### config.mk
export PLATFORM = sky130hd
export DESIGN_NAME = ktsr_ram
export DESIGN_NICKNAME = d
export VERILOG_FILES = /design/src/ktsr_ram.sv
export SDC_FILE = /design/constraint.sdc
export NUM_CORES = 2
export LEC_CHECK = 0
export BUFFER_PORTS_ARGS = -buffer_cell sky130_fd_sc_hd__buf_2
export CAP_MARGIN = 25
export CELL_PAD_IN_SITES_DETAIL_PLACEMENT = 1
export CELL_PAD_IN_SITES_GLOBAL_PLACEMENT = 1
export CORE_UTILIZATION = 61
export DETAILED_ROUTE_END_ITERATION = 6
export PLACE_DENSITY_LB_ADDON = 0.1
export SYNTH_ARGS = -nofsm -noshare
export SYNTH_HDL_FRONTEND = slang
export SYNTH_SLANG_ARGS = --single-unit
### constraint.sdc
create_clock -name clk -period 5.6 [get_ports clk]
set_input_delay 0.84 -clock clk [delete_from_list [all_inputs] [get_ports clk]]
set_output_delay 0.84 -clock clk [all_outputs]
set_load 0.005 [all_outputs]
### src/ktsr_ram.sv
// Generic single-write, single-read RAM with registered read data.
`default_nettype none

module ktsr_ram #(
    parameter int WIDTH = 32,
    parameter int DEPTH = 64
) (
    input  wire logic                     clk,
    input  wire logic                     wr_en,
    input  wire logic [$clog2(DEPTH)-1:0] wr_addr,
    input  wire logic [WIDTH-1:0]         wr_data,
    input  wire logic                     rd_en,
    input  wire logic [$clog2(DEPTH)-1:0] rd_addr,
    output logic      [WIDTH-1:0]         rd_data
);

    logic [WIDTH-1:0] mem [DEPTH];

    always_ff @(posedge clk)
    begin
        if (wr_en)
        begin
            mem[wr_addr] <= wr_data;
        end
        if (rd_en)
        begin
            rd_data <= mem[rd_addr];
        end
    end

endmodule

`default_nettype wire

==> metrics.md <==
| Metric | Value |
|---|---|
| Total GRT Usage | `around a third` |
| Clk slew on worst S/H paths | `roughly 0.06 ns` |
| Synth warnings | `0` |
| Synth Cell Area | `between 70000 and 80000 um2` |
| Initial drt markers | `between 6000 and 7000` |
| CP arrival | `4.29 ns` |
| Commonest cells in the netlist | `edfxtp_1, mux4_2, nor2_1` |
| Cell Chain, Critical Path | `buf_8 > buf_4 > buf_4 > mux4_2 > mux4_2 > o22ai_1 > nor2_1` |
| HP Class | `in2reg` |
| Die Area | `131000 um2` |
| Worst-Margin Slew | `1.20 ns` |
| Gpl congestion | `~0.88` |
| Min cycle time layout | `about 3.8 ns` |
| Core area | `128000 um2` |
| Total power | `32200 uW` |
| Yosys top cell by area | `edfxtp_1` |
| Initial Util | `about three fifths` |
| Clk sinks | `between 2000 and 2500` |
| Syn avg cell area | `roughly 24 um2` |
| Max-cap check violation count | `0` |
| DRC | `0` |
| Status | `finished, final reports clean` |
| Pins Over Slew Limit | `0` |
| Post-synth top area share | `about four fifths` |
| Post-route cell area | `approximately 90000 um2` |
| Number of synthesized flops with an enable pin | `roughly 2100` |
| Max Clock Freq | `roughly 260 MHz` |
| Hold Buf Count CTS | `0` |
| Layout cell share with drive strength beyond 1 | `29.9%` |
| Clock Tree Buf Depth | `3` |
| Total congestion overflow | `0` |
| Die W | `361 um` |
| # nets final | `3631` |
| Placed wire-length estimate | `~130000 um` |
| Syn Nets | `3371` |
| Clock Latency Late Sink | `approximately 0.85 ns` |
| Final setup fails | `0` |
| First drt pass iteration count | `6` |
| Most area-consuming cells after synthesis | `edfxtp_1, mux4_2, mux2i_1` |
| Worst slew margin | `about a fifth` |
| Remaining antenna violation count | `0` |
| Post-route non-filler standard cell count | `~5400` |
| Kind of critical path | `in2reg` |
| RSZ-0062 raised after global routing | `false` |
| Setup bufs post-CTS | `0` |
| Slowest-stage cell, CP | `o22ai_1` |
| WL/cell | `~40 um` |
| CP endpoint kind | `flip-flop` |
| Bufs and invs on worst path | `3` |
| CTS root buffer | `clkbuf_16` |
| Area delta synth->final | `12.6%` |
| Num CTS Buffers | `200` |
| Inst Count DP | `5038` |
| Post-route setup TNS | `0 ns` |
| Post-CTS sizing | `0` |
| Total wire length | `~220000 um` |
| Synth cell types | `33` |
| PwrDens | `~360 nW/um2` |
| Main flop type after synthesis | `edfxtp_1` |
| Max incr delay on CP | `0.62 ns` |
| Fin. Hold Viols | `0` |
| Post-place setup slack | `around 1 ns` |
| Via density | `between 7 and 8` |
| DR vias | `a little under 40000` |
| Antenna violations before repair | `22` |
| IR drop worst, VDD | `0.000347 V` |
| Post-synthesis sequential area ratio | `between 70% and 80%` |
| TritonCTS clock tree | `yes` |
| Synth async-reset ratio | `0%` |
| Largest net degree at the start of global routing | `between 80 and 90` |
| Die height | `361 um` |
| Vias in the first global route | `around 40000` |
| Row Count | `roughly 130` |
| CP Launch Type | `primary input` |
| Post-Synthesis Cells | `about 3300` |
| Period utilisation layout | `67.6%` |
| Clock skew | `approximately 0.031 ns` |
| Register bit total from synthesis | `about 2100` |
| Crit-path leading delay family | `buffers and inverters` |
| Most frequent cell after synthesis | `edfxtp_1` |
| H-tree depth | `4` |
| Setup slack after layout | `about 1.8 ns` |
| Worst-path maximum fanout | `between 40 and 50` |
| Ports | `79` |
| Global-route wire length before repair | `304000 um` |
| Critical Path RT | `6.11 ns` |
| Leakage | `approximately 0.028 uW` |
| I/O Buffers | `just under 80` |
| Placed cell areas | `between 80000 and 90000 um2` |
[final timing paths]
| path | cells after the start | from | to | slack [ns] |
|---|---|---|---|---|
| max reg2reg | 4 | mem[47][23] | rd_data[23] | 2.86 |
| max | 7 | rd_addr[0] | rd_data[28] | 1.81 |
| min reg2reg | 4 | mem[28][17] | rd_data[17] | 0.89 |
| min | 1 | wr_data[17] | mem[5][17] | 0.38 |
[layer usage]
metal,wire length (um),GRT usage [%]
met5,242,0
met4,8430,13.0
met3,23900,7.01
met2,108000,55.0
met1,78600,46.9
[flip-flops by register name (all words and copies together) (netlist names)]
name,flops
mem,2048
rd_data,32
[cells in the final DEF (no fill, tap or decap), drive strengths merged, types with 12 or more instances in the layout]
cell / count
edfxtp: 2080
clkinv: 94
nor2b: 15
o22ai: 84
a21oi: 62
o221ai: 27
nor2: 137
buf: 240
nand2: 26
mux2i: 93
a22oi: 12
bufinv: 16
clkbuf: 251
mux4: 544
[cells by family (layout without fill, tap and decap cells)]
kind of cell,after synthesis,in the layout,synth area share [%]
and+or+nand+nor,223,223,1.26
buffers and inverters,182,612,1.12
DFF,2080,2080,79.2
AOI/OAI and AO/OA,202,202,1.67
muxes,637,637,16.7
other,0,3,0
[layout make-up]
type	instances	area [um2]
sequential	2080	62500
fill	9488	39100
multi-input combinational	1062	16000
clock buffer	251	5320
tap	1662	2080
timing repair buffer	240	1900
clock inverter	121	1000
antenna	3	7.51
[report_power, final]
group	total, uW	switching (uW)	internal (uW)
combinational	1690	1110	585
clock	13200	5770	7440
sequential	17300	58.8	17300
[metrics by stage]
stage | hold slack (ns) | utilization [%]
after floorplan | 0.750 | -
after global placement | 0.821 | 64.3
after detailed placement | 0.832 | 64.4
after CTS | 0.375 | 69.3
after global routing | 0.369 | 69.4
final | 0.384 | 69.4
[worst reg2reg max path, delay by kind of cell, from the launching register on]
kind	cells	cell delay [ns]
AOI/OAI and AO/OA	1	0.64
DFF	1	0.38
and+or+nand+nor	1	0.34
muxes	2	1.05
Power figures use the tool's default switching activity.
